<file path="src/sv/madl_pkg.sv">
`timescale 1ns / 1ps
package madl_pkg;

   localparam int PIX_W     = 32;
   localparam int CSR_W     = 12;
   localparam int CSR_IDX_W = 1;
   localparam int POS_W     = 11;
   localparam int GREEN_W   = 8;
   localparam int Q_DEPTH   = 2;

   localparam logic [CSR_IDX_W-1:0] CSR_LINE_WIDTH   = 1'd0;
   localparam logic [CSR_IDX_W-1:0] CSR_FRAME_HEIGHT = 1'd1;

   localparam logic [CSR_W-1:0] LINE_WIDTH_RESET   = 12'd640;
   localparam logic [CSR_W-1:0] FRAME_HEIGHT_RESET = 12'd480;

   // column position inside a triple
   typedef enum logic [2:0] {
      PH0 = 3'b001,
      PH1 = 3'b010,
      PH2 = 3'b100
   } phase_type;

   // line store bank that the current row writes
   typedef enum logic [2:0] {
      SLOT0 = 3'b001,
      SLOT1 = 3'b010,
      SLOT2 = 3'b100
   } slot_type;

   typedef struct packed {
      logic [POS_W-1:0]           out_row;
      logic [POS_W-1:0]           x;
      logic                       interp;
      logic [2:0][PIX_W-1:0]      upper;
      logic [2:0][PIX_W-1:0]      lower;
   } triple_type;

   typedef struct packed {
      logic full;
      logic almost_full;
      logic empty;
   } q_status_type;

   function automatic logic [GREEN_W-1:0] avg8(input logic [GREEN_W-1:0] a,
                                               input logic [GREEN_W-1:0] b);
      logic [GREEN_W:0] s;
      s = {1'b0, a} + {1'b0, b};
      return s[GREEN_W:1];
   endfunction

   function automatic logic [GREEN_W-1:0] green_of(input logic [PIX_W-1:0] p);
      return p[15:8];
   endfunction

   function automatic logic [GREEN_W-1:0] absdiff8(input logic [GREEN_W-1:0] a,
                                                   input logic [GREEN_W-1:0] b);
      return (a > b) ? (a - b) : (b - a);
   endfunction

   // channel-wise floor average, alpha byte cleared
   function automatic logic [PIX_W-1:0] avg_pixel(input logic [PIX_W-1:0] a,
                                                  input logic [PIX_W-1:0] b);
      return {8'h00, avg8(a[23:16], b[23:16]), avg8(a[15:8], b[15:8]),
              avg8(a[7:0], b[7:0])};
   endfunction

endpackage

</file>
<file path="src/sv/madl_queue.sv">
`timescale 1ns / 1ps
module madl_queue (
   input  logic                    clock,
   input  logic                    reset,
   input  logic                    push,
   input  madl_pkg::triple_type    push_data,
   input  logic                    pop,
   output madl_pkg::triple_type    pop_data,
   output madl_pkg::q_status_type  status
);
   import madl_pkg::*;

   localparam int PW = (Q_DEPTH > 1) ? $clog2(Q_DEPTH) : 1;
   localparam int NW = $clog2(Q_DEPTH + 1);

   triple_type     entry_ff [Q_DEPTH];
   logic [PW-1:0]  wr_ptr_ff, rd_ptr_ff;
   logic [NW-1:0]  count_ff;

   function automatic logic [PW-1:0] bump(input logic [PW-1:0] p);
      return (p == PW'(Q_DEPTH - 1)) ? '0 : p + PW'(1);
   endfunction

   assign pop_data           = entry_ff[rd_ptr_ff];
   assign status.full        = count_ff == NW'(Q_DEPTH);
   assign status.almost_full = count_ff >= NW'(Q_DEPTH - 1);
   assign status.empty       = count_ff == '0;

   always_ff @(posedge clock) begin
      if (reset) begin
         wr_ptr_ff <= '0;
         rd_ptr_ff <= '0;
         count_ff  <= '0;
      end else begin
         if (push) wr_ptr_ff <= bump(wr_ptr_ff);
         if (pop) rd_ptr_ff <= bump(rd_ptr_ff);
         if (push && !pop) count_ff <= count_ff + NW'(1);
         else if (pop && !push) count_ff <= count_ff - NW'(1);
      end
   end

   always_ff @(posedge clock) begin
      if (push) entry_ff[wr_ptr_ff] <= push_data;
   end

   a_no_overflow: assert property (@(posedge clock) disable iff (reset)
      push |-> !status.full)
      else $error("queue overflow");

   a_no_underflow: assert property (@(posedge clock) disable iff (reset)
      pop |-> !status.empty)
      else $error("queue underflow");

endmodule

</file>
<file path="config.mk">
export PLATFORM = sky130hd
export DESIGN_NAME = madl_queue
export DESIGN_NICKNAME = d
export VERILOG_FILES = /design/src/sv/madl_pkg.sv /design/src/sv/madl_queue.sv
export SDC_FILE = /design/constraint.sdc
export NUM_CORES = 1
export LEC_CHECK = 0
export BUFFER_PORTS_ARGS = -buffer_cell sky130_fd_sc_hd__buf_2
export CORE_MARGIN = 2
export CORE_UTILIZATION = 25
export DETAILED_ROUTE_END_ITERATION = 12
export GPL_ROUTABILITY_DRIVEN = 0
export SLEW_MARGIN = 25
export SYNTH_ARGS = -nofsm -noshare
export SYNTH_HDL_FRONTEND = slang
export SYNTH_SLANG_ARGS = --single-unit
</file>
<file path="constraint.sdc">
create_clock -name clock -period 22 [get_ports clock]
set_input_delay 2.2 -clock clock [delete_from_list [all_inputs] [get_ports clock]]
set_output_delay 2.2 -clock clock [all_outputs]
set_load 0.02 [all_outputs]
</file>
# After elaboration in Yosys (flattened, before gate mapping)
# Memories as Yosys holds them, arrays and structs flattened. A register that Yosys moved wholly into a read port is not among the register bits.
# Index checks and enable logic that the tools add are counted.
# word_totals
out_inout_bits,218
reg_bits,4
wordCells,24
n_memories,1
ramBits,430
# mem_list
name,words,width,rd,rd_ports_with_merged_regs,write_ports,line,source
entry_ff,2,215,1,1,1,madl_queue.sv:16,triple_type entry_ff [Q_DEPTH];
# classes
mux,8
n_addsub,4
eq_ne,1
magnitude_cmp,1
n_reduce_logical,6
# op_table
op,n
1-bit two-way mux,6
2-bit two-way mux,2
"1-bit adder, second input constant",2
"2-bit by 1-bit adder with 2-bit output, second input constant",1
"2-bit equality test, second input constant",1
"2-bit by 1-bit greater-or-equal comparator with 1-bit output, second input constant",1
1-bit logical AND,2
1-bit logical NOT,2
2-bit logical NOT,1
2-bit nonzero test,1
"2-bit by 1-bit subtractor with 2-bit output, second input constant",1

# Depth between registers and ports, before layout
# Gate-level depths: netlist of run 1.
# depth
word_depth,4
ltp_mapped,4
ltp_nobuf,4

# Least setup slack after synthesis of run 1
# Ideal clock, no wire load.
# synth_timing
path_kind,input-to-reg
start,input port push
end,memory entry_ff[0][0] (netlist bit) (enable)
cell_stages,1
setup_time_ps,820
t_arrival_ps,11464
path_slack_ps,9716
path_cell_list,nor2b_1
# synth_via
elab_chain_cells,2
# synth_lines
element,line,source
"start, declared",madl_queue.sv:5,"input logic push,"
1-bit two-way mux,madl_queue.sv:43,if (push) entry_ff[wr_ptr_ff] <= push_data;
1-bit two-way mux (not written as such),madl_queue.sv:43,
"end, declared",madl_queue.sv:16,
# Every way passes these cells.

==> results of run 1 <==
-- cells in the final DEF (no fill, tap or decap) --
master,instances
sky130_fd_sc_hd__buf_16,1
sky130_fd_sc_hd__bufinv_16,3
sky130_fd_sc_hd__clkinv_2,9
sky130_fd_sc_hd__o31ai_1,1
sky130_fd_sc_hd__ha_1,4
sky130_fd_sc_hd__xor2_1,2
sky130_fd_sc_hd__xnor2_1,2
sky130_fd_sc_hd__buf_4,10
sky130_fd_sc_hd__nor2_1,4
sky130_fd_sc_hd__nand3b_1,1
sky130_fd_sc_hd__mux2_4,150
sky130_fd_sc_hd__clkbuf_1,9
sky130_fd_sc_hd__inv_6,2
sky130_fd_sc_hd__clkinvlp_4,2
sky130_fd_sc_hd__clkinv_1,8
sky130_fd_sc_hd__dfxtp_1,4
sky130_fd_sc_hd__inv_1,4
sky130_fd_sc_hd__diode_2,7
sky130_fd_sc_hd__and2_4,1
sky130_fd_sc_hd__clkbuf_8,2
sky130_fd_sc_hd__mux2_2,65
sky130_fd_sc_hd__buf_2,436
sky130_fd_sc_hd__edfxtp_1,430
sky130_fd_sc_hd__clkbuf_16,49
sky130_fd_sc_hd__dfxtp_4,1
sky130_fd_sc_hd__inv_8,1
sky130_fd_sc_hd__nor2b_4,1
-- cell type report --
| class | instances | area (µm²) | share of cell area, % |
|---|---|---|---|
| timing repair buffer | 447 | 2285 | 10.87 |
| sequential | 435 | 13020 | 61.92 |
| multi-input combinational | 231 | 3122 | 14.85 |
| tap | 855 | 1070 | 5.089 |
| clock inverter | 25 | 209.0 | 0.9940 |
| inverter | 4 | 15.01 | 0.07142 |
| clock buffer | 60 | 1287 | 6.125 |
| antenna | 7 | 17.52 | 0.08333 |
-- state kept, by name (all words and copies together) (netlist names), named ones only --
register	cells
wr_ptr_ff	1
entry_ff	430
count_ff	2
rd_ptr_ff	1
-- through the flow --
stage / setup WS, ns / hold WS [ns]
floorplan: 9.716 / 0.4758
global placement: 16.49 / 0.4946
detailed placement: 16.60 / 0.5015
CTS: 15.97 / 0.5171
global route: 15.84 / 0.5490
finish: 16.10 / 0.5164
-- worst register-to-register path, cell delays in order, from the launching register on --
cell and delay, ns:
sky130_fd_sc_hd__dfxtp_1 0.41, sky130_fd_sc_hd__and2_4 0.61, sky130_fd_sc_hd__buf_4 0.71, sky130_fd_sc_hd__buf_4 0.87
-- final timing paths --
check / start / endpoint / slack (ns) / cells past startpoint
max: register / pop_data[69] / 16.10 / 5
min: count_ff[0] / count_ff[0] / 0.52 / 2
max reg2reg: wr_ptr_ff / entry_ff[1][109] / 18.93 / 3
min reg2reg: count_ff[0] / count_ff[0] / 0.52 / 2
-- power breakdown --
group          leakage, nW  internal, mW  switching (mW)
Clock                0.734         0.449           0.309
Sequential            4.08         0.969          0.0151
Combinational         3.23         0.110           0.146
-- layer usage --
| layer | global-route usage (%) | part of all wire (%) | vias up |
|---|---|---|---|
| met5 | 0 | 0.19 | - |
| met4 | 4.262 | 3.3 | 10 |
| met3 | 4.318 | 9.0 | 80 |
| met2 | 16.36 | 49 | 311 |
| met1 | 11.14 | 39 | 4002 |
| li1 | - | - | 3722 |
-- kinds of logic (layout without fill, tap and decap cells) --
family	Yosys count	count (layout)	synth area share (%)
AOI/OAI and AO/OA	1	1	0.04587
xor gates and xnor gates	4	4	0.2140
adders and majority gates	4	4	0.3057
buffers and inverters	28	536	1.513
DFF	435	435	79.48
muxes	215	215	18.23
other	0	7	0
and+or+nand+nor	7	7	0.2140
==> summary by stage, run 1 <==
Worst setup path
The worst setup path is captured at an output pin. For the worst setup path, the data arrival time is 3.70 ns. The top fanout value on the critical path is 49. The critical path class is reg2out. The critical path goes through buf_16 > buf_4 > buf_4 > mux2_4 > buf_2. The kind of cell with the highest combined delay along the critical path is buffers and inverters. The nature of the critical path startpoint is a register.

For this design, the slowest cell found on the critical path is sky130_fd_sc_hd__buf_4. The number of buffers and inverters on the critical path is 4. At the worst endpoint, the required time is 19.80 ns. Counting stages on the worst path, the most repeated cell is sky130_fd_sc_hd__buf_4.

The highest cell delay on the worst timing path is 0.78 ns.

Global routing
The number of global-route vias before repair is 8,473. The remaining global-route overflow is 0. Entering global routing, the biggest net connects 66 pins. The number of antenna violations at the first check in global routing is 13.

The overall global routing resource usage is 9.917%. The first global-routing pass estimated 51,050 µm of wire.

Clock network
Buffers added to address setup during post-CTS repair amount to 0. Gates resized during post-CTS repair numbered 0. The number of levels the H-tree was split into is 2.

The CTS tree is done. The master cell of the clock root buffer is sky130_fd_sc_hd__clkbuf_16. The later pin in the worst-skew pair is clocked with a latency of 0.56 ns. For this design, the CTS-stage hold fixing added 0 buffers. The clock net in this run drives a total of 435 sinks.

The total CTS buffers is 47. After clock tree synthesis, the clock-pin slew on the worst setup and hold paths is 0.06 ns. The clock passes through at most 3 buffers.

Detailed routing
The total wire length after detailed routing is 35,520 µm. For this run, design rule violations remaining after detail routing come to 0. The number of detailed-routing iterations run before antenna repair is 4. For this block, the initial DRC count from the detailed router was 387. The remaining antenna violation count after routing is 0.

Dividing the detail-routed wire length by the instance count gives 17.21 µm. After detailed routing, the number of vias per cell comes to 3.937. Summing over every cut layer, the via total after detailed routing is 8,125.

Floorplanning
The die covers 67,550 µm². Pin placement for this block handled 437 I/O pins. The die boundary width is 259.9 µm.

The floorplan has 93 rows. The starting utilization of the core area is 25.35%. The overall die height is 259.9 µm.

The standard cell core area is 64,580 µm².

Pwr
The analysis attributes to cell leakage a power of 8.041 nW. After layout, the design draws a total of 1.997 mW. The worst ir drop on vdd is 49.54 µV. Power spread over the standard cell area amounts to 95.00 nW/µm².

Logic synthesis
The share of synthesized flip-flops with an asynchronous set or reset is 0%. The cell with the most instances after synthesis is sky130_fd_sc_hd__edfxtp_1. The largest total area in the synthesized netlist belongs to sky130_fd_sc_hd__edfxtp_1. The area of the mapped netlist is 16,370 µm². The dominant register cell in the synthesized netlist is sky130_fd_sc_hd__edfxtp_1. The synthesized design contains 430 enable-type register cells. Ranked by total cell area, the synthesized netlist is headed by sky130_fd_sc_hd__edfxtp_1 79%, sky130_fd_sc_hd__mux2_4 14%, sky130_fd_sc_hd__mux2_2 4.5%, sky130_fd_sc_hd__buf_6 1.2%, sky130_fd_sc_hd__dfxtp_1 0.61%. The post-synthesis sequential element count is 435.

The net count after synthesis is 917. The count of warnings emitted by yosys is 0. A synthesized cell averages 23.59 µm².

Counting distinct cell types in the post-synthesis netlist gives 15. The commonest cells after synthesis are 430 x sky130_fd_sc_hd__edfxtp_1, 150 x sky130_fd_sc_hd__mux2_4, 65 x sky130_fd_sc_hd__mux2_2, 18 x sky130_fd_sc_hd__buf_6, 6 x sky130_fd_sc_hd__buf_2. The portion of the post-synthesis area used by sequential elements is 79.48%. Of the post-synthesis cell area, the dominant cell type holds 78.87%. Synthesis produced 694 cells.

Timing
The worst slew margin relative to its limit is 35.73%. The top achievable clock speed is 0.1695 GHz. The share of the clock period used by the worst path is 26.81%.

The hold violation total from the final report is 0. The time the final worst path needs with I/O delays and setup is 5.899 ns. On the final layout, the worst clock skew is 0.01203 ns. The total count of max-transition violations in the final report was 0. Setup repair after global routing left no endpoint under its margin. The transition time at the pin with the least slew margin is 0.9641 ns. The total of endpoints with negative setup slack in the final report is 0. The setup total negative slack is 0 ns.

Placed design
The count of input and output buffers is 436. Once placement finished, the instance area stood at 19,510 µm². After legalization and detailed placement, the total HPWL measured 24,610 µm. Counting tap cells, the placed design contains a total of 1,972 instances.

Final layout
The utilization after layout is 32.55%. After the flow finishes, the layout carries non-filler instances totaling 2,064. From synthesis to final layout, the design area changed by 28.40%. Counting the fill cells in the layout gives 6,237. After routing the design area is 21,020 µm². The net count of the finished layout is 1,389. In the final layout, the share of cells above drive strength 1 is 60.98%.

Min path
The min-delay analysis places its worst path in the category reg2reg.

Run
The max-cap violation count is 0.

Outcome
The flow ran to the end, and the final reports show no timing, DRC or antenna violations.
No activity file was read; power rests on OpenSTA's default activity.
==> run 2: changes to the inputs <==
Clock period 22 ns to 5.35 ns, I/O delays scaled along.
==> run 2 against run 1 <==
Against the previous run: clock skew fell by 0.0057 ns; global-route usage increased by 0.13 points; utilization about the same; final area hardly changed; sequential share of layout area about the same; sequential power rose to 4.1 times the previous value; critical path depth fell by 2; via count fell by 0.21%; register-to-register slack worse by 16 ns; final cell count down 0.29%.
==> summary by stage, run 2 (synthesized netlist as in run 1, its figures left out) <==
Timing
The slack of the critical path came to 2.229 ns (-13.87 ns). The share of the clock period used by the worst path is 58.34%. The worst-case clock skew was 0.006327 ns (-0.005707 ns). The total count of max-transition violations in the final report is 0 (unchanged). The total of endpoints with negative setup slack in the final report is 0 (unchanged).

The worst slew margin relative to its limit is 44.46% (+8.7 points). The worst path in the final design needs a cycle of 3.121 ns, including I/O delays and setup. Setup repair after global routing left no endpoint under its margin. The top achievable clock speed is 0.3204 GHz.

The setup total negative slack came to 0 ns (unchanged). The hold violation total from the final report is 0 (unchanged). The transition time at the pin with the least slew margin came to 0.8330 ns (-0.1310 ns).

Worst setup path
The required time at the endpoint of the critical path is 4.82 ns (-14.98 ns). The data arrival time of the worst path came to 2.59 ns (-1.11 ns). The highest cell delay on the worst timing path came to 0.86 ns (+0.08 ns). The sum of buffers and inverters on the critical path came to 2 (-2). The worst setup path is launched from a register. Walking the worst path, the cells encountered are buf_12 > mux2_4 > buf_2.

The slowest stage of the critical path is the sky130_fd_sc_hd__dfxtp_4 cell. The critical path in this run is classified as reg2out. STA classifies the critical path endpoint as an output pin. The family with the most delay on the worst path is flip-flops. The top fanout value on the critical path is 76 (+55%).

Final layout
The filler-free cell count of the finished design is 2,058 (-0.29%). Ranked by flip-flop count, first place goes to entry_ff. The area taken by flip-flops and latches is 13,020 µm² (unchanged). The flip-flop count of the largest register, all copies and words added is 430 (unchanged). The finished layout cell area is 21,020 µm² (about the same).

The library cell used most frequently in the layout, excluding fill and tap cells, is sky130_fd_sc_hd__buf_2. The net count of the finished layout is 1,387 (-0.14%). The largest registers in the layout are entry_ff x430, count_ff x2. The number of fill cells in the layout was 6,270 (+0.53%). The area growth from synthesis to final layout is 28.38% (about the same). The fraction of final layout cells with drive strength greater than 1 was 60.78% (-0.20 points). In the layout the commonest cells are 436 x sky130_fd_sc_hd__buf_2, 430 x sky130_fd_sc_hd__edfxtp_1, 150 x sky130_fd_sc_hd__mux2_4.

The area of the multi-input gates came to 3122 µm² (unchanged).

Global routing
The wire length of the first global-routing pass is 51,770 µm (+1.4%). The remaining global-route overflow was 0 (unchanged). The number of antenna violations at the first check in global routing is 7 (-6). The pin count of the biggest net entering global routing is 116 (+76%). The overall global routing resource usage came to 10.05% (+0.13 points). The number of global-route vias before repair is 8,809 (+4.0%).

Clock network
The cts-stage hold buffer count came to 0 (unchanged). The number of levels the H-tree was split into came to 2 (unchanged). The sink count of the clock tree is 435 (unchanged). The latest clock arrival within the worst-skew pair is 0.56 ns (about the same).

The total CTS buffers came to 47 (unchanged). The buffer levels on the longest clock path is 3 (unchanged). The master cell of the clock root buffer is sky130_fd_sc_hd__clkbuf_16. The number of cells upsized or downsized after cts is 0 (unchanged). The CTS tree is done. The buffers inserted during post-CTS setup optimization is 0 (unchanged). The clock transition at the registers of the reported paths is 0.06 ns (about the same).

Floorplanning
The number of I/O pins is 437 (unchanged). The overall die area is 67,550 µm² (unchanged). The overall die height is 259.9 µm (unchanged). The cell row count is 93 (unchanged). The standard cell core area is 64,580 µm² (unchanged). The die boundary width is 259.9 µm (unchanged). The starting utilization of the core area is 25.35% (unchanged).

Placed design
The worst slack at placement is 2.759 ns (-13.84 ns). The count of input and output buffers is 436 (unchanged). The HPWL after detailed placement was 23,950 µm (-2.7%). The area after detailed placement is 19,540 µm² (+0.14%). The number of cells in the design after placement came to 1,970 (-0.10%).

Pwr
The power per cell area came to 391.0 nW/µm² (+310%). The static leakage was 8.030 nW (-0.13%). The switching share of total power is 23.97% (+0.45 points).

The net load switching power is 1.970 mW (+320%). The combinational cell fraction of total power came to 12.8% (about the same). The worst ir drop on vdd came to 241.5 µV (+390%).

The clock share of power is 37.9% (about the same). The cell-internal power is 6.248 mW (+310%). The portion of total power attributed to sequential cells is 49.3% (about the same).

Detailed routing
The routed wire length per instance was 17.41 µm (+1.2%). The total wire length after detailed routing is 35,840 µm (+0.89%). The number of violations reported at the end of detailed-routing iteration 0 is 432 (+12%). The number of detailed-routing iterations run before antenna repair is 4 (unchanged). The number of DRC violations after detailed routing is 0 (unchanged).

The via count came to 8,108 (-0.21%). The number of vias per cell is 3.940 (about the same). The remaining antenna violation count after routing came to 0 (unchanged).

Min path
The path class of the tightest hold or removal check is in2reg.

Outcome
The flow ran to the end, and the final reports show no timing, DRC or antenna violations.

Run
The max-cap violation count was 0 (unchanged).
==> run 2: worst paths after layout <==
check	startpoint	endpoint	slack, ns	depth (start not counted)
hold reg to reg	rd_ptr_ff	rd_ptr_ff	0.52	2
setup / recovery	register	pop_data[115]	2.23	3
hold / removal	push_data[193]	entry_ff[0][193]	0.15	1
setup reg to reg	wr_ptr_ff	entry_ff[0][152]	3.24	3
==> run 2: final cells by class <==
class,instances,share of cell area (%)
Clock inverter,31,1.292
Inverter,4,0.07144
Tap cell,855,5.090
Antenna cell,2,0.02381
Clock buffer,55,5.739
Sequential cell,435,61.93
Timing Repair Buffer,445,11.00
Multi-Input combinational cell,231,14.85
==> run 2: stage by stage <==
step	power [mW]	util, %	hold WS [ns]
floorplan	4.826	-	0.4758
global placement	5.168	30.25	0.4945
detailed placement	5.193	30.25	0.5005
CTS	8.366	32.54	0.1014
global route	8.554	32.54	0.1106
finish	8.218	32.54	0.1541
==> run 2: worst reg2reg max path: cells and delay by family (launching register included) <==
family	cells	cell delay (ns)
buffers and inverters	2	1.05
and+or+nand+nor	1	0.14
DFF	1	0.35
==> run 2: power by group through the flow <==
| stage | clock [mW] | combinational (mW) | sequential (mW) |
|---|---|---|---|
| 3_5_place_dp | 0 | 1.07 | 4.12 |
| 5_1_grt | 3.37 | 1.12 | 4.07 |
| 3_3_place_gp | 0 | 1.05 | 4.11 |
| 2_1_floorplan | 0 | 0.720 | 4.11 |
| 4_1_cts | 3.24 | 1.07 | 4.05 |
| 6_report | 3.12 | 1.05 | 4.05 |
==> run 2: metal layers <==
metal | wire, µm | share of wire, % | GRT usage (%)
met2 | 18580 | 52 | 17.81
met4 | 909 | 2.5 | 3.736
met3 | 2960 | 8.3 | 3.723
met1 | 13340 | 37 | 10.89
met5 | 48 | 0.13 | 0
==> run 3: changes to the inputs <==
Clock period 5.35 ns to 3 ns, I/O delays scaled along.
==> run 3 against run 2 <==
Against the previous run: global-route usage up 0.71 points; non-clock buffer count up 239; setup slack worse by 1.9 ns; flip-flop and latch count unchanged; final area up 11%; clock power up 73%; critical endpoint is now pop_data[6]; critical path depth unchanged; final cell count up 12%; clock skew up 0.0085 ns; total power up 80%.
==> summary by stage, run 3 (synthesized netlist as in run 1, its figures left out) <==
Outcome
The run finished with clean final reports.

Worst setup path
The required time at the endpoint of the critical path was 2.70 ns (-2.12 ns). The cell type of the slowest stage on the worst timing path is sky130_fd_sc_hd__dfxtp_4. The data arrival time of the worst path is 2.32 ns (-0.27 ns). The worst setup path is captured at an output pin. Walking the worst path, the cells encountered are buf_4 > mux2_2 > buf_2. In this design, the largest share of critical-path delay is due to flip-flops.

The highest cell delay on the worst timing path is 0.77 ns (-0.09 ns). The critical path in this run is classified as reg2out. STA classifies the critical path startpoint as a register. The sum of buffers and inverters on the critical path is 2 (unchanged). The top fanout value on the critical path is 30 (-61%).

Clock network
The number of cells upsized or downsized after cts was 0 (unchanged). The latest clock arrival within the worst-skew pair is 0.56 ns (about the same). The buffers inserted during post-CTS setup optimization came to 0 (unchanged). The total CTS buffers is 48 (+2.1%). The sink count of the clock tree is 435 (unchanged). The master cell of the clock root buffer is sky130_fd_sc_hd__clkbuf_16. The buffer levels on the longest clock path was 3 (unchanged). The number of levels the H-tree was split into is 2 (unchanged). The clock transition at the registers of the reported paths was 0.06 ns (about the same). The CTS tree is done.

Timing
Setup repair after global routing left no endpoint under its margin. The worst-case clock skew is 0.01479 ns (+0.008468 ns). The time the final worst path needs with I/O delays and setup is 2.621 ns. The hold violation total from the final report is 0 (unchanged). The worst slew margin relative to its limit came to 56.14% (+12 points). The share of the clock period used by the worst path is 87.38%. The total of endpoints with negative setup slack in the final report is 0 (unchanged). The transition time at the pin with the least slew margin was 0.6580 ns (-0.1751 ns). Timing would allow up to 0.3815 GHz. The slack of the critical path is 0.3787 ns (-1.850 ns). The total count of max-transition violations in the final report is 0 (unchanged).

Floorplanning
The overall die area is 67,550 µm² (unchanged). The starting utilization of the core area was 25.35% (unchanged). The number of I/O pins was 437 (unchanged). The overall die height is 259.9 µm (unchanged). The die boundary width is 259.9 µm (unchanged). The cell row count came to 93 (unchanged). The standard cell core area is 64,580 µm² (unchanged).

Pwr
The overall power after layout is 14.82 mW (+80%). The static leakage is 9.052 nW (+13%). The power per cell area came to 633.3 nW/µm² (+62%).

The worst ir drop on vdd is 524.7 µV (+120%).

Final layout
The number of fill cells in the layout was 6,019 (-4.0%). The area taken by flip-flops and latches is 13,020 µm² (unchanged). The fraction of final layout cells with drive strength greater than 1 came to 52.26% (-8.5 points). The utilization after layout came to 36.24% (+3.7 points). Leaving out fill and tap cells, the most frequent cells in the layout are 436 x sky130_fd_sc_hd__buf_2, 430 x sky130_fd_sc_hd__edfxtp_1, 216 x sky130_fd_sc_hd__dlygate4sd3_1.

The largest registers in the layout are entry_ff x430, count_ff x2. The filler-free cell count of the finished design was 2,295 (+12%). The flip-flop count of the largest register, all copies and words added is 430 (unchanged).

The area of the multi-input gates came to 3122 µm² (unchanged). The area growth from synthesis to layout is 42.97%. The largest register by flop count is entry_ff. The net count of the finished layout is 1,627 (+17%). The finished layout cell area is 23,410 µm² (+11%). Leaving out fill and tap cells, the most frequent cell in the layout is sky130_fd_sc_hd__buf_2.

Global routing
The pin count of the biggest net entering global routing is 81 (-30%). The wire length of the first global-routing pass is 55,970 µm (+8.1%). The overall global routing resource usage is 10.75% (+0.71 points).

The remaining global-route overflow came to 0 (unchanged). The number of antenna violations at the first check in global routing is 3 (-4). The number of global-route vias before repair is 9,851 (+12%).

Detailed routing
The total wire length after detailed routing is 37,960 µm (+5.9%). The via count is 9,090 (+12%). The number of violations reported at the end of detailed-routing iteration 0 came to 524 (+21%).

The routed wire length per instance came to 16.54 µm (-5.0%). The number of detailed-routing iterations run before antenna repair was 6 (+2). The number of DRC violations after detailed routing was 0 (unchanged). The number of vias per cell was 3.961 (+0.53%). The remaining antenna violation count after routing is 0 (unchanged).

Placed design
The count of input and output buffers was 436 (unchanged). The area after detailed placement is 19,800 µm² (+1.3%). The worst slack at placement is 0.9636 ns (-1.796 ns). The HPWL after detailed placement is 25,370 µm (+5.9%).

The number of cells in the design after placement was 1,993 (+1.2%).

Run
The max-cap violation count came to 0 (unchanged).

Min path
The worst min-delay path class is in2reg.
-- run 3: cell type report --
| class | count | area share [%] |
|---|---|---|
| tap | 855 | 4.570 |
| sequential | 435 | 55.61 |
| inverter | 4 | 0.06415 |
| multi-input combinational | 231 | 13.34 |
| clock inverter | 25 | 0.7751 |
| timing repair buffer | 684 | 20.23 |
| clock buffer | 58 | 5.383 |
| antenna | 3 | 0.03207 |
-- run 3: path summary, 6_finish.rpt --
kind,startpoint,to,slack [ns],cells after the start
worst min register to register,count_ff[0],count_ff[0],0.52,2
worst max-delay path,register,pop_data[6],0.38,3
worst min-delay path,push_data[74],entry_ff[0][74],0.05,1
worst max register to register,wr_ptr_ff,entry_ff[1][126],1.21,2
-- run 3: per-layer routing --
metal | up-vias | routed length (µm) | GRT usage (%)
li1 | 4193 | - | -
met1 | 4542 | 14840 | 12.18
met2 | 287 | 19690 | 19.25
met3 | 68 | 2372 | 2.865
met4 | 0 | 1056 | 4.071
met5 | - | 0 | 0
-- run 3: timing repair --
action / in CTS / in global routing
hold buffers: 216 / 0
hold endpoints to repair: 429 / 0
endpoints found under the setup margin: 0 / 0
-- run 3: metrics by stage --
stage	TNS, ns	hold WS, ns
floorplan	-313.46	0.3724
global placement	0	0.4865
detailed placement	0	0.4907
CTS	0	0.01608
global route	0	0.03803
finish	0	0.04719
-- run 3: where the power goes --
part	internal [mW]	switching (mW)	leakage [nW]	total (mW)
sequential	7.10	0.108	4.08	7.21
clock	3.14	2.27	0.697	5.41
combinational	1.04	1.16	4.28	2.20
total	11.3	3.54	9.05	14.8
