--- src/sv/madl_pkg.sv ---
`timescale 1ns / 1ps
package madl_pkg;

   localparam int PIX_W     = 32;
   localparam int CSR_W     = 12;
   localparam int CSR_IDX_W = 1;
   localparam int POS_W     = 11;
   localparam int GREEN_W   = 8;
   localparam int Q_DEPTH   = 2;

   localparam logic [CSR_IDX_W-1:0] CSR_LINE_WIDTH   = 1'd0;
   localparam logic [CSR_IDX_W-1:0] CSR_FRAME_HEIGHT = 1'd1;

   localparam logic [CSR_W-1:0] LINE_WIDTH_RESET   = 12'd640;
   localparam logic [CSR_W-1:0] FRAME_HEIGHT_RESET = 12'd480;

   // column position inside a triple
   typedef enum logic [2:0] {
      PH0 = 3'b001,
      PH1 = 3'b010,
      PH2 = 3'b100
   } phase_type;

   // line store bank that the current row writes
   typedef enum logic [2:0] {
      SLOT0 = 3'b001,
      SLOT1 = 3'b010,
      SLOT2 = 3'b100
   } slot_type;

   typedef struct packed {
      logic [POS_W-1:0]           out_row;
      logic [POS_W-1:0]           x;
      logic                       interp;
      logic [2:0][PIX_W-1:0]      upper;
      logic [2:0][PIX_W-1:0]      lower;
   } triple_type;

   typedef struct packed {
      logic full;
      logic almost_full;
      logic empty;
   } q_status_type;

   function automatic logic [GREEN_W-1:0] avg8(input logic [GREEN_W-1:0] a,
                                               input logic [GREEN_W-1:0] b);
      logic [GREEN_W:0] s;
      s = {1'b0, a} + {1'b0, b};
      return s[GREEN_W:1];
   endfunction

   function automatic logic [GREEN_W-1:0] green_of(input logic [PIX_W-1:0] p);
      return p[15:8];
   endfunction

   function automatic logic [GREEN_W-1:0] absdiff8(input logic [GREEN_W-1:0] a,
                                                   input logic [GREEN_W-1:0] b);
      return (a > b) ? (a - b) : (b - a);
   endfunction

   // channel-wise floor average, alpha byte cleared
   function automatic logic [PIX_W-1:0] avg_pixel(input logic [PIX_W-1:0] a,
                                                  input logic [PIX_W-1:0] b);
      return {8'h00, avg8(a[23:16], b[23:16]), avg8(a[15:8], b[15:8]),
              avg8(a[7:0], b[7:0])};
   endfunction

endpackage

--- src/sv/madl_rsp_if.sv ---
`timescale 1ns / 1ps
interface madl_rsp_if;
   import madl_pkg::*;
   logic             valid;
   logic             ready;
   logic [POS_W-1:0] out_row;
   logic [POS_W-1:0] out_col;
   logic [PIX_W-1:0] upper_pixel;
   logic [PIX_W-1:0] lower_pixel;
   logic             interpolated;
   logic             last_of_run;
   modport source (output valid, output out_row, output out_col, output upper_pixel,
                   output lower_pixel, output interpolated, output last_of_run,
                   input ready);
   modport sink (input valid, input out_row, input out_col, input upper_pixel,
                 input lower_pixel, input interpolated, input last_of_run,
                 output ready);
endinterface

--- src/sv/madl_back.sv ---
`timescale 1ns / 1ps
module madl_back (
   input  logic                    clock,
   input  logic                    reset,
   input  madl_pkg::q_status_type  q_status,
   input  madl_pkg::triple_type    pop_data,
   output logic                    pop,
   madl_rsp_if.source              rsp_bus
);
   import madl_pkg::*;

   triple_type cur_ff;
   logic       valid_ff;
   logic [1:0] k_ff;
   logic       acc, done;

   assign acc  = rsp_bus.valid && rsp_bus.ready;
   assign done = acc && (k_ff == 2'd2);
   assign pop  = !q_status.empty && (!valid_ff || done);

   always_ff @(posedge clock) begin
      if (reset) begin
         valid_ff <= 1'b0;
         k_ff     <= 2'd0;
      end else begin
         if (pop) begin
            valid_ff <= 1'b1;
            k_ff     <= 2'd0;
         end else if (done) begin
            valid_ff <= 1'b0;
         end else if (acc) begin
            k_ff <= k_ff + 2'd1;
         end
      end
   end

   always_ff @(posedge clock) begin
      if (pop) cur_ff <= pop_data;
   end

   // one word per column of the held triple
   assign rsp_bus.valid        = valid_ff;
   assign rsp_bus.out_row      = cur_ff.out_row;
   assign rsp_bus.out_col      = cur_ff.x + POS_W'(k_ff);
   assign rsp_bus.upper_pixel  = cur_ff.upper[k_ff];
   assign rsp_bus.lower_pixel  = cur_ff.lower[k_ff];
   assign rsp_bus.interpolated = cur_ff.interp;
   assign rsp_bus.last_of_run  = k_ff == 2'd2;

   a_k_range: assert property (@(posedge clock) disable iff (reset)
      valid_ff |-> (k_ff != 2'd3))
      else $error("result index past third word");

endmodule

--- src/flat_wrapper.sv ---
// flat-port wrapper written by rule: the top's interface ports become plain ports
module madl_back_flat import madl_pkg::*;
  (clock, reset, q_status, pop_data, pop, rsp_bus_valid, rsp_bus_out_row, rsp_bus_out_col, rsp_bus_upper_pixel, rsp_bus_lower_pixel, rsp_bus_interpolated, rsp_bus_last_of_run, rsp_bus_ready);
  madl_rsp_if rsp_bus_i ();
  input  logic clock;
  input  logic reset;
  input  madl_pkg::q_status_type q_status;
  input  madl_pkg::triple_type pop_data;
  output logic pop;
  output wire logic [$bits(rsp_bus_i.valid)-1:0] rsp_bus_valid;
  output wire logic [$bits(rsp_bus_i.out_row)-1:0] rsp_bus_out_row;
  output wire logic [$bits(rsp_bus_i.out_col)-1:0] rsp_bus_out_col;
  output wire logic [$bits(rsp_bus_i.upper_pixel)-1:0] rsp_bus_upper_pixel;
  output wire logic [$bits(rsp_bus_i.lower_pixel)-1:0] rsp_bus_lower_pixel;
  output wire logic [$bits(rsp_bus_i.interpolated)-1:0] rsp_bus_interpolated;
  output wire logic [$bits(rsp_bus_i.last_of_run)-1:0] rsp_bus_last_of_run;
  input wire logic [$bits(rsp_bus_i.ready)-1:0] rsp_bus_ready;
  assign rsp_bus_valid = rsp_bus_i.valid;
  assign rsp_bus_out_row = rsp_bus_i.out_row;
  assign rsp_bus_out_col = rsp_bus_i.out_col;
  assign rsp_bus_upper_pixel = rsp_bus_i.upper_pixel;
  assign rsp_bus_lower_pixel = rsp_bus_i.lower_pixel;
  assign rsp_bus_interpolated = rsp_bus_i.interpolated;
  assign rsp_bus_last_of_run = rsp_bus_i.last_of_run;
  assign rsp_bus_i.ready = rsp_bus_ready;
  madl_back u_core (.clock(clock), .reset(reset), .q_status(q_status), .pop_data(pop_data), .pop(pop), .rsp_bus(rsp_bus_i));
endmodule
--- config.mk ---
export PLATFORM = sky130hd
export DESIGN_NAME = madl_back_flat
export DESIGN_NICKNAME = d
export VERILOG_FILES = /design/src/sv/madl_pkg.sv /design/src/sv/madl_rsp_if.sv /design/src/sv/madl_back.sv /design/src/flat_wrapper.sv
export SDC_FILE = /design/constraint.sdc
export NUM_CORES = 1
export LEC_CHECK = 0
export BUFFER_PORTS_ARGS = -buffer_cell sky130_fd_sc_hd__buf_2
export CELL_PAD_IN_SITES_DETAIL_PLACEMENT = 1
export CELL_PAD_IN_SITES_GLOBAL_PLACEMENT = 2
export CORE_MARGIN = 1.5
export CORE_UTILIZATION = 36
export CTS_CLUSTER_DIAMETER = 80
export CTS_CLUSTER_SIZE = 40
export DETAILED_ROUTE_END_ITERATION = 10
export PLACE_DENSITY_LB_ADDON = 0.1
export SYNTH_ARGS = -nofsm -noshare
export SYNTH_HDL_FRONTEND = slang
export SYNTH_SLANG_ARGS = --single-unit
--- constraint.sdc ---
create_clock -name clock -period 27.7 [get_ports clock]
set_clock_uncertainty 0.1 [all_clocks]
set_input_delay 2.77 -clock clock [delete_from_list [all_inputs] [get_ports clock]]
set_output_delay 2.77 -clock clock [all_outputs]
set_load 0.05 [all_outputs]
# Yosys cells after proc, flatten, opt, wreduce, memory -nomap -nowiden
# Cells that the tools add are included.
dict set report totals {
  regBits 218
  latch_bits 0
  ram_bits 0
  mem_bits_ro 0
  inputBits 221
  out_inout_bits 90
  wordCells 31
  n_memories 0
}
dict set report op_classes {
  n_addsub 2
  mul 0
  div 0
  n_lt_le_gt_ge 1
  n_eq_ne 1
  shift 0
  n_mux 6
  bitwise 1
  n_reduce_logical 9
}
# op count
set op_table {}
lappend op_table {{$bmux 32 s2} 2}
lappend op_table {{$mux 32} 2}
lappend op_table {{$add 11x2->11} 1}
lappend op_table {{$logic_and 1x1->1} 3}
lappend op_table {{$lt 2x3->1 const B} 1}
lappend op_table {{$add 2x1->2 const B} 1}
lappend op_table {{$eq 2x2->1 const B} 1}
lappend op_table {{$logic_not 1->1} 2}
lappend op_table {{$mux 1} 2}
lappend op_table {{$reduce_and 2->1} 1}
lappend op_table {{$reduce_bool 2->1} 1}
lappend op_table {{$reduce_or 2->1} 1}
lappend op_table {{$logic_or 1x1->1} 1}
lappend op_table {{$not 1->1} 1}

# Logic depth before layout (Yosys ltp)
# Gate-level depths: netlist of the first run.
dict set report depth {
  depth_word 5
  depth_mapped 8
  ltp_nobuf 6
}

# Worst setup path after synthesis of the first run
# OpenSTA, ideal clock, no wires.
dict set report synth_timing {
  path_kind {input to output}
  startpoint {in rsp_bus_ready}
  endpoint {out pop}
  arrival_time_ns 13.989
  t_required_ns 24.830
  path_slack_ns 10.841
  path_stages 2
  path_buffers 0
  path_cell_list {nand2_1 a21oi_1}
}
dict set report synth_via {
  elab_chain_len 4
}
# element line
set synth_rtl {}
lappend synth_rtl {{start, declared} flat_wrapper.sv:17} ;# input wire logic [$bits(rsp_bus_i.ready)-1:0] rsp_bus_ready;
lappend synth_rtl {{$logic_and 1x1->1} madl_back.sv:17} ;# assign acc = rsp_bus.valid && rsp_bus.ready;
lappend synth_rtl {{$logic_and 1x1->1} madl_back.sv:18} ;# assign done = acc && (k_ff == 2'd2);
lappend synth_rtl {{$logic_or 1x1->1} madl_back.sv:19} ;# assign pop = !q_status.empty && (!valid_ff || done);
lappend synth_rtl {{$logic_and 1x1->1} madl_back.sv:19}
lappend synth_rtl {{end, declared} flat_wrapper.sv:9} ;# output logic pop;
# Every way passes these cells.

# Worst setup path in the final report of the first run
# Same ends and word-level chain as after synthesis.

==> run summary, run 1 <==
Design Power: 0.726 mW
min Tclk post-route: 6.40 ns
hold_buf cts: 0
Starting DRT DRC Count: 272
core area: 22600 um^2
synthesized net count: 710
layout cells sized above 1: 43.5%
Final ANT Viol Nets: 0
Slew Viols, Final: 0
RR Endpoint: u_core.rsp_bus.out_row[1]
Async SR Flop Fraction: 0%
initial antenna violation count: 7
Hold Slack: 0.432 ns
worst path required time: 24.83 ns
cell with the most instances after synthesis: edfxtp_1
FF-to-FF setup slack: 24.32 ns
DR pass1 iterations: 4
vias post-DR: 5140
Die Area: 24000 um^2
Hold Path Sink: u_core.rsp_bus.valid
CTS root buffer: clkbuf_16
CTS Buf Count: 14
gr ovfl total: 0
GRT Util Overall: 16.9%
hold path start: u_core.rsp_bus.valid
register area: 6520 um^2
DR vias/cell: 4.76
Clock Sinks: 218
die height: 155 um
mean area per synthesized cell: 17.2 um^2
area growth from synthesis to layout: 26.1%
synth warn: 0
Synth top area share: 77.6%
Final nets: 1005
WL final: 20.7 mm
DP Area: 9980 um^2
Post-synth EDFFs: 215
Reg clk slew, reported paths: 0.10 ns
Tightest Pin Transition: 1.42 ns
worst relative slew slack: 5.47%
Worst Path Max Fanout: 2
Syn Inst Count: 485
FF-to-FF path depth: 6
Post-CTS Setup Repair Bufs: 0
Worst-Skew Late Latency: 0.48 ns
peak supply drop: 0.0459 mV
final setup margin: 21.30 ns
status: finished clean
fin cells: 1080
setup tns final: 0 ns
final weighted congestion in routability-driven placement: 0.737
Netlist cell types: 31
kind of critical path: in -> out
H-tree levels: 1
Synth Flop Type: edfxtp_1
number of global-route vias before repair: 5742
WL/cell: 19.1 um
CP Launch Type: input pin
CTS Buffer Depth: 3
Synth top cells by count: edfxtp_1, nand2_1, mux2i_1
Seq/Total Area, Yosys: 78.3%
Core Rows: 55
Filler cells: 2339
Period Utilization, post-route: 23.1%
drt drc: 0
PostCTS Resize Cnt: 0
number of synthesized register bits: 218
Initial Utilization: 36.8%
IO Pins: 311
DP HPWL: 13.8 mm
Power Density: 69.2 nW/um^2
multi-input combinational cell area: 1500 um^2
Highest Clock Rate: 156 MHz
first-pass GRT wire length: 31.3 mm
WP data arrival: 3.53 ns
placed insts: 1049
cell area after synthesis: 8320 um^2
largest cells by area after synthesis: edfxtp_1, mux2i_1, nand2_1, o21ai_1, o21ai_0
pre-CTS setup slack: 21.29 ns
Post-Route Utilization: 46.4%
CTS tree: done
final hold vios: 0
Pleak: 3.95 nW
Die X-Extent: 155 um
Port Buffers: 308
leading area contributor after synthesis: edfxtp_1
largest net degree at the start of global routing: 218
CP Capture Type: output pin
design area: 10500 um^2
r2r startpoint: u_core.k_ff[0]
worst hold stages: 2
Min-Delay Path Class: reg -> reg
max cap viols: 0
setup violators final: 0
RSZ-0062 raised after global routing: false
-- state kept, by name, summed over array words and instances, names as in the netlist --
name                         cells
u_core.rsp_bus.interpolated      1
u_core.k_ff                      2
u_core.rsp_bus.valid             1
u_core.rsp_bus.out_row          11
u_core.cur_ff                  203
-- cells by family (layout without fill, tap and decap cells) --
group           count (synthesis)  in the layout  share of synthesized area (%)
compound gates                 68             68                           4.18
mux                            64             64                           7.70
fa+ha+maj                       4              4                          0.692
xor+xnor                       10             10                           1.05
buf+inv                        38            341                           3.79
simple gates                   83             83                           4.30
other cells                     0              7                              0
flops                         218            218                           78.3
-- placed cells by master, fill, tap and decap left out, drive strengths merged, types with 4 or more instances in the layout --
| master | count |
|---|---|
| clkbuf | 15 |
| buf | 312 |
| nand2 | 70 |
| diode | 7 |
| inv | 10 |
| xor2 | 4 |
| o21ai | 64 |
| xnor2 | 6 |
| mux2i | 64 |
| edfxtp | 215 |
-- power by group --
part / internal (mW) / switching, mW
clock: 0.114 / 0.120
sequential: 0.386 / 0.00673
combinational: 0.0275 / 0.0724
-- cell type report --
type | instances | share of cell area (%)
repair buffers | 312 | 15.1
clock inverters | 9 | 1.17
flip-flops and latches | 218 | 62.1
multi-input cells | 229 | 14.3
diodes | 7 | 0.167
clock buffers | 15 | 3.58
well taps | 285 | 3.40
inverters | 5 | 0.179
-- metal layers --
layer / global-route usage [%] / up-vias / wire, um
met5: 0 / - / 13
met4: 4.30 / 2 / 432
met3: 5.40 / 25 / 1790
met2: 30.0 / 203 / 10500
met1: 19.9 / 2510 / 7940
li1: - / 2400 / -
-- worst max-delay path, cell delays in order --
cell and delay [ns]:
buf_2 0.09, nand2_1 0.09, a21oi_4 0.21, buf_2 0.35
-- how the worst max path moves through the flow --
stage	slack, ns	end	startpoint	cells past startpoint
global placement	21.31	pop	rsp_bus_ready	4
finish	21.30	pop	rsp_bus_ready	4
CTS	21.28	pop	rsp_bus_ready	4
global route	21.28	pop	rsp_bus_ready	4
detailed placement	21.29	pop	rsp_bus_ready	4
floorplan	10.84	pop	rsp_bus_ready	2
Note: power is estimated with default switching activity, not from simulation.
==> inputs of run 2 (changes only) <==
--- a/config.mk
+++ b/config.mk
@@ -5,11 +5,12 @@
 export SDC_FILE = /design/constraint.sdc
 export NUM_CORES = 1
 export LEC_CHECK = 0
+export ABC_AREA = 1
 export BUFFER_PORTS_ARGS = -buffer_cell sky130_fd_sc_hd__buf_2
 export CELL_PAD_IN_SITES_DETAIL_PLACEMENT = 1
 export CELL_PAD_IN_SITES_GLOBAL_PLACEMENT = 2
 export CORE_MARGIN = 1.5
-export CORE_UTILIZATION = 36
+export CORE_UTILIZATION = 29
 export CTS_CLUSTER_DIAMETER = 80
 export CTS_CLUSTER_SIZE = 40
 export DETAILED_ROUTE_END_ITERATION = 10
==> constraint.sdc (replaced) <==
create_clock -name clock -period 5.65 [get_ports clock]
set_clock_uncertainty 0.1 [all_clocks]
set_input_delay 0.565 -clock clock [delete_from_list [all_inputs] [get_ports clock]]
set_output_delay 0.565 -clock clock [all_outputs]
set_load 0.05 [all_outputs]
==> run summary, run 2 <==
PostCTS Resize Cnt: 0 (unchanged)
setup violators final: 0 (unchanged)
Netlist cell types: 25 (-19%)
mean area per synthesized cell: 14.2 um^2 (-17%)
Slew Viols, Final: 0 (unchanged)
Clock Sinks: 218 (unchanged)
CP Capture Type: output pin
worst path required time: 4.99 ns (-19.84 ns)
Syn Inst Count: 590 (+22%)
cell with the most instances after synthesis: edfxtp_1
min Tclk post-route: 3.90 ns
hold_buf cts: 0 (unchanged)
CTS Buf Count: 15 (+1)
max cap viols: 0 (unchanged)
drt drc: 0 (unchanged)
Top delay family on crit path: buffers and inverters
Die X-Extent: 173 um (+12%)
area growth from synthesis to layout: 27.2%
worst relative slew slack: 30.2% (+25 points)
Period Utilization, post-route: 68.9%
Starting DRT DRC Count: 319 (+17%)
Port Buffers: 308 (unchanged)
RR Endpoint: u_core.cur_ff[153]
number of synthesized register bits: 218 (unchanged)
Largest register FFs: 203 (unchanged)
Tightest Pin Transition: 1.05 ns (-0.371 ns)
commonest non-fill, non-tap cell in the layout: buf_2
WP data arrival: 3.23 ns (-0.30 ns)
RSZ-0062 raised after global routing: false
die height: 173 um (+12%)
layout cells sized above 1: 38.7% (-4.8 points)
Filler cells: 3129 (+34%)
worst hold stages: 1 (-1)
first-pass GRT wire length: 35.6 mm (+14%)
Worst-Skew Late Latency: 0.48 ns (about the same)
initial antenna violation count: 10 (+3)
Pleak: 4.13 nW (+4.4%)
WL final: 23.3 mm (+13%)
Biggest register: u_core.cur_ff
leading area contributor after synthesis: edfxtp_1
CTS Buffer Depth: 3 (unchanged)
FF-to-FF path depth: 7 (+1)
met1 Use GR: 18.2% (-1.7 points)
Highest Clock Rate: 257 MHz
Synth top area share: 76.9% (-0.64 points)
slowest CP cell: buf_4
Die Area: 30000 um^2 (+25%)
Final nets: 1100 (+9.5%)
met3 Track Usage GR: 4.27% (-1.1 points)
DP Area: 10200 um^2 (+1.7%)
gr ovfl total: 0 (unchanged)
synthesized net count: 815 (+15%)
largest net degree at the start of global routing: 166 (-24%)
CTS tree: done
Min-Delay Path Class: in -> reg
IO Pins: 311 (unchanged)
commonest non-fill, non-tap cells in the layout: buf_2, edfxtp_1, nor2_1, nand3_1, o21ai_0
cell chain of the critical path: buf_4, ha_1, inv_1, fa_1, inv_1, nand2_1, nor2_1, a21oi_1, nor2_1, buf_2
DR vias/cell: 4.52 (-4.9%)
Post-synth EDFFs: 215 (unchanged)
Synth Flop Type: edfxtp_1
number of global-route vias before repair: 6305 (+9.8%)
cell area after synthesis: 8390 um^2 (+0.83%)
FF-to-FF setup slack: 2.98 ns (-21.34 ns)
Async SR Flop Fraction: 0% (unchanged)
GRT Util Overall: 15.2% (-1.7 points)
kind of critical path: reg -> out
r2r startpoint: u_core.k_ff[0]
Worst Path Max Fanout: 66 (+64)
Synth top cells by count: edfxtp_1, nand3_1, nor2_1, o21ai_0, o21ai_1
peak supply drop: 0.193 mV (+320%)
Seq/Total Area, Yosys: 77.7% (-0.64 points)
Buf+Inv Stages, Crit Path: 4 (+2)
WL/cell: 18.3 um (-4.7%)
core area: 28600 um^2 (+26%)
DR pass1 iterations: 4 (unchanged)
final weighted congestion in routability-driven placement: 0.773 (+4.8%)
Initial Utilization: 29.3% (-7.4 points)
H-tree levels: 1 (unchanged)
Hold Path Sink: u_core.cur_ff[87]
met2 Usage GRT: 26.6% (-3.4 points)
final hold vios: 0 (unchanged)
synth warn: 0 (unchanged)
Power Density: 327 nW/um^2 (+370%)
hold path start: pop_data[87]
setup tns final: 0 ns (unchanged)
Post-CTS Setup Repair Bufs: 0 (unchanged)
CP Launch Type: flip-flop
multi-input combinational cell area: 1480 um^2 (-1.3%)
largest cells by area after synthesis: edfxtp_1, nand3_1, o21ai_0, o21ai_1, nor2_1
vias post-DR: 5778 (+12%)
design area: 10700 um^2 (+1.7%)
Crit path largest cell delay: 0.63 ns (+0.28 ns)
register area: 6520 um^2 (about the same)
Core Rows: 62 (+13%)
Reg clk slew, reported paths: 0.09 ns (about the same)
busiest grt layer: met2
status: finished clean
Final ANT Viol Nets: 0 (unchanged)
DP HPWL: 15.2 mm (+9.7%)
CTS root buffer: clkbuf_16
[run 2: changes by cell type after synthesis, moves of 5 or more]
cell / delta
nor2_1: +67
buf_8: -7
mux2i_1: -64
nand3_1: +69
buf_2: +13
o21ai_0: +47
buf_6: +7
o21ai_1: +19
inv_1: +11
xnor2_1: -5
nand2_1: -47
[run 2: worst max path at each step]
stage | startpoint | end | slack (ns) | cells past startpoint
2_1_floorplan | u_core.k_ff[0] | u_core.cur_ff[0] | 0.17 | 9
3_3_place_gp | u_core.k_ff[0] | rsp_bus_out_col[6] | 2.26 | 10
3_5_place_dp | u_core.k_ff[0] | rsp_bus_out_col[6] | 2.22 | 10
4_1_cts | u_core.k_ff[0] | rsp_bus_out_col[6] | 1.67 | 10
5_1_grt | u_core.k_ff[0] | rsp_bus_out_col[6] | 1.46 | 10
6_report | u_core.k_ff[0] | rsp_bus_out_col[6] | 1.75 | 10
[run 2: final cells by class]
type                            count  area share [%]
Multi-Input combinational cell    308            13.9
Sequential cell                   218            61.1
Tap cell                          384            4.50
Clock inverter                     10            1.10
Antenna cell                       10           0.234
Clock buffer                       15            3.52
Inverter                           18           0.692
Timing Repair Buffer              314            15.0
[run 2: worst register-to-register path, delay by kind of cell, from the launching register on]
| family | cells | cell delay, ns |
|---|---|---|
| buf+inv | 3 | 1.00 |
| flops | 1 | 0.35 |
| fa+ha+maj | 1 | 0.28 |
| simple gates | 3 | 0.23 |
[run 2: per-stage QoR]
| step | hold slack (ns) | total power, mW | setup slack [ns] | cells | util, % |
|---|---|---|---|---|---|
| global route | 0.115 | 3.63 | 1.46 | 1273 | 37.2 |
| detailed placement | 0.418 | 2.39 | 2.22 | 1242 | 35.5 |
| CTS | 0.120 | 3.55 | 1.67 | 1267 | 37.2 |
| finish | 0.147 | 3.49 | 1.75 | 1277 | 37.3 |
| global placement | 0.388 | 2.38 | 2.26 | 1242 | 35.5 |
| floorplan | 0.534 | 2.24 | 0.171 | 590 | - |
[run 2: kinds of logic (layout without fill, tap and decap cells)]
group,after synthesis,in the layout,share of synthesized area (%)
AOI/OAI and AO/OA,132,132,7.89
xor gates and xnor gates,3,3,0.313
adders and majority gates,4,4,0.686
buffers and inverters,64,357,4.68
DFF,218,218,77.7
other,0,10,0
and+or+nand+nor,169,169,8.78
[run 2: layer usage]
metal,wire (um),part of all wire (%),vias to the layer above
li1,-,-,2746
met1,9710,42,2810
met2,11400,49,187
met3,1540,6.6,33
met4,629,2.7,2
met5,13,0.056,-
[run 2: power breakdown]
part	internal, mW	switching (mW)	leakage (nW)	total (mW)
Combinational	0.115	0.328	1.82	0.442
Clock	0.556	0.585	0.236	1.14
Sequential	1.88	0.0236	2.07	1.91
Total	2.55	0.936	4.13	3.49
==> inputs of run 3 (changes only) <==
==> constraint.sdc (replaced) <==
create_clock -name clock -period 3.1 [get_ports clock]
set_clock_uncertainty 0.1 [all_clocks]
set_input_delay 0.31 -clock clock [delete_from_list [all_inputs] [get_ports clock]]
set_output_delay 0.31 -clock clock [all_outputs]
set_load 0.05 [all_outputs]
==> run summary, run 3 (synthesis gave the netlist of run 2 again) <==
CP Capture Type: output pin
status: finished clean
area growth from synthesis to layout: 54.5%
Clock Sinks: 218 (unchanged)
Biggest register: u_core.cur_ff
Core Rows: 62 (unchanged)
Largest register FFs: 203 (unchanged)
H-tree levels: 1 (unchanged)
Buf+Inv Stages, Crit Path: 3 (-1)
WL final: 26.0 mm (+12%)
WP data arrival: 2.46 ns (-0.77 ns)
Final ANT Viol Nets: 0 (unchanged)
final weighted congestion in routability-driven placement: 0.757 (-2.0%)
most used cell, CP: inv_1
WL/cell: 17.4 um (-4.5%)
CTS tree: done
Crit path largest cell delay: 0.42 ns (-0.21 ns)
Port Buffers: 308 (unchanged)
CP Launch Type: flip-flop
vias post-DR: 6653 (+15%)
DR pass1 iterations: 4 (unchanged)
drt drc: 0 (unchanged)
gr ovfl total: 0 (unchanged)
kind of critical path: reg -> out
commonest non-fill, non-tap cell in the layout: buf_2
final hold vios: 0 (unchanged)
Filler cells: 3061 (-2.2%)
Min-Delay Path Class: in -> reg
GRT Util Overall: 17.2% (+2.0 points)
Power Density: 515 nW/um^2 (+57%)
Highest Clock Rate: 348 MHz
initial antenna violation count: 1 (-9)
DP Area: 10300 um^2 (+1.3%)
Starting DRT DRC Count: 227 (-29%)
CTS root buffer: clkbuf_16
peak supply drop: 0.487 mV (+150%)
Pleak: 5.11 nW (+24%)
layout cells sized above 1: 32.0% (-6.7 points)
register area: 6520 um^2 (unchanged)
setup violators final: 0 (unchanged)
min Tclk post-route: 2.87 ns
Worst-Skew Late Latency: 0.48 ns (about the same)
IO Pins: 311 (unchanged)
Tightest Pin Transition: 0.765 ns (-0.282 ns)
Post-Route Utilization: 45.3% (+8.0 points)
RSZ-0062 raised after global routing: false
Final nets: 1326 (+21%)
commonest non-fill, non-tap cells in the layout: buf_2, dlygate4sd3_1, edfxtp_1
largest net degree at the start of global routing: 129 (-22%)
Die Area: 30000 um^2 (unchanged)
multi-input combinational cell area: 1500 um^2 (+1.2%)
die height: 173 um (unchanged)
Reg clk slew, reported paths: 0.09 ns (about the same)
Die X-Extent: 173 um (unchanged)
worst relative slew slack: 49.0% (+19 points)
Initial Utilization: 29.3% (unchanged)
design area: 13000 um^2 (+22%)
cell chain of the critical path: ha_1, inv_1, fa_1, inv_1, nand2_1, nor2_2, a21oi_1, nor2_1, buf_2
max cap viols: 0 (unchanged)
Worst Path Max Fanout: 6 (-91%)
CTS Buf Count: 15 (unchanged)
first-pass GRT wire length: 40.7 mm (+14%)
Slew Viols, Final: 0 (unchanged)
DR vias/cell: 4.45 (-1.6%)
Top delay family on crit path: adder cells
Period Utilization, post-route: 92.6%
core area: 28600 um^2 (unchanged)
number of global-route vias before repair: 7441 (+18%)
DP HPWL: 16.1 mm (+6.2%)
slowest CP cell: dfxtp_2
worst path required time: 2.69 ns (-2.30 ns)
CTS Buffer Depth: 3 (unchanged)
-- run 3: worst min-delay path, stage by stage --
cell     delay, ns
buf_2         0.12
inv_1         0.07
nand2_2       0.06
nand2_1       0.08
nor2_1        0.05
-- run 3: layout make-up --
cell class	instances	share of cell area (%)
Sequential cell	218	50.3
Timing Repair Buffer	540	30.0
Multi-Input combinational cell	308	11.6
Tap cell	384	3.71
Clock buffer	16	2.92
Clock inverter	9	0.955
Inverter	18	0.569
Antenna cell	1	0.0193
-- run 3: timing repair --
action | in CTS | in global routing
endpoints found under the hold margin | 217 | 0
gates resized for setup | 0 | 1
endpoints found under the setup margin | 0 | 3
hold buffers | 217 | 0
setup buffers | 0 | 0
-- run 3: metal layers --
| layer | vias to the layer above | GRT usage [%] | wire length (um) |
|---|---|---|---|
| li1 | 3177 | - | - |
| met1 | 3256 | 20.8 | 10900 |
| met2 | 193 | 31.3 | 13200 |
| met3 | 27 | 3.54 | 1410 |
| met4 | 0 | 4.28 | 518 |
| met5 | - | 0 | 0 |
-- run 3: metrics by stage --
step	setup WS [ns]	instances	power, mW	TNS (ns)	hold WS, ns
after CTS	0.0698	1493	6.77	0	0.112
after global placement	0.729	1251	4.36	0	0.386
after global routing	0.0261	1494	6.93	0	0.153
after floorplan	-2.06	590	4.09	-443.00	0.279
final	0.229	1494	6.67	0	0.138
after detailed placement	0.632	1251	4.39	0	0.388
-- run 3: power breakdown --
| group | internal (mW) | switching [mW] | total (mW) |
|---|---|---|---|
| Combinational | 0.406 | 0.655 | 1.06 |
| Sequential | 3.43 | 0.0460 | 3.48 |
| Clock | 1.03 | 1.11 | 2.14 |
-- run 3: final timing paths --
path | from | endpoint | slack, ns | cells past startpoint
worst min register to register | u_core.rsp_bus.valid | u_core.k_ff[0] | 0.61 | 4
worst max register to register | u_core.k_ff[0] | u_core.cur_ff[165] | 0.78 | 7
worst min-delay path | q_status[0] | u_core.k_ff[0] | 0.14 | 5
worst max-delay path | u_core.k_ff[0] | rsp_bus_out_col[6] | 0.23 | 9
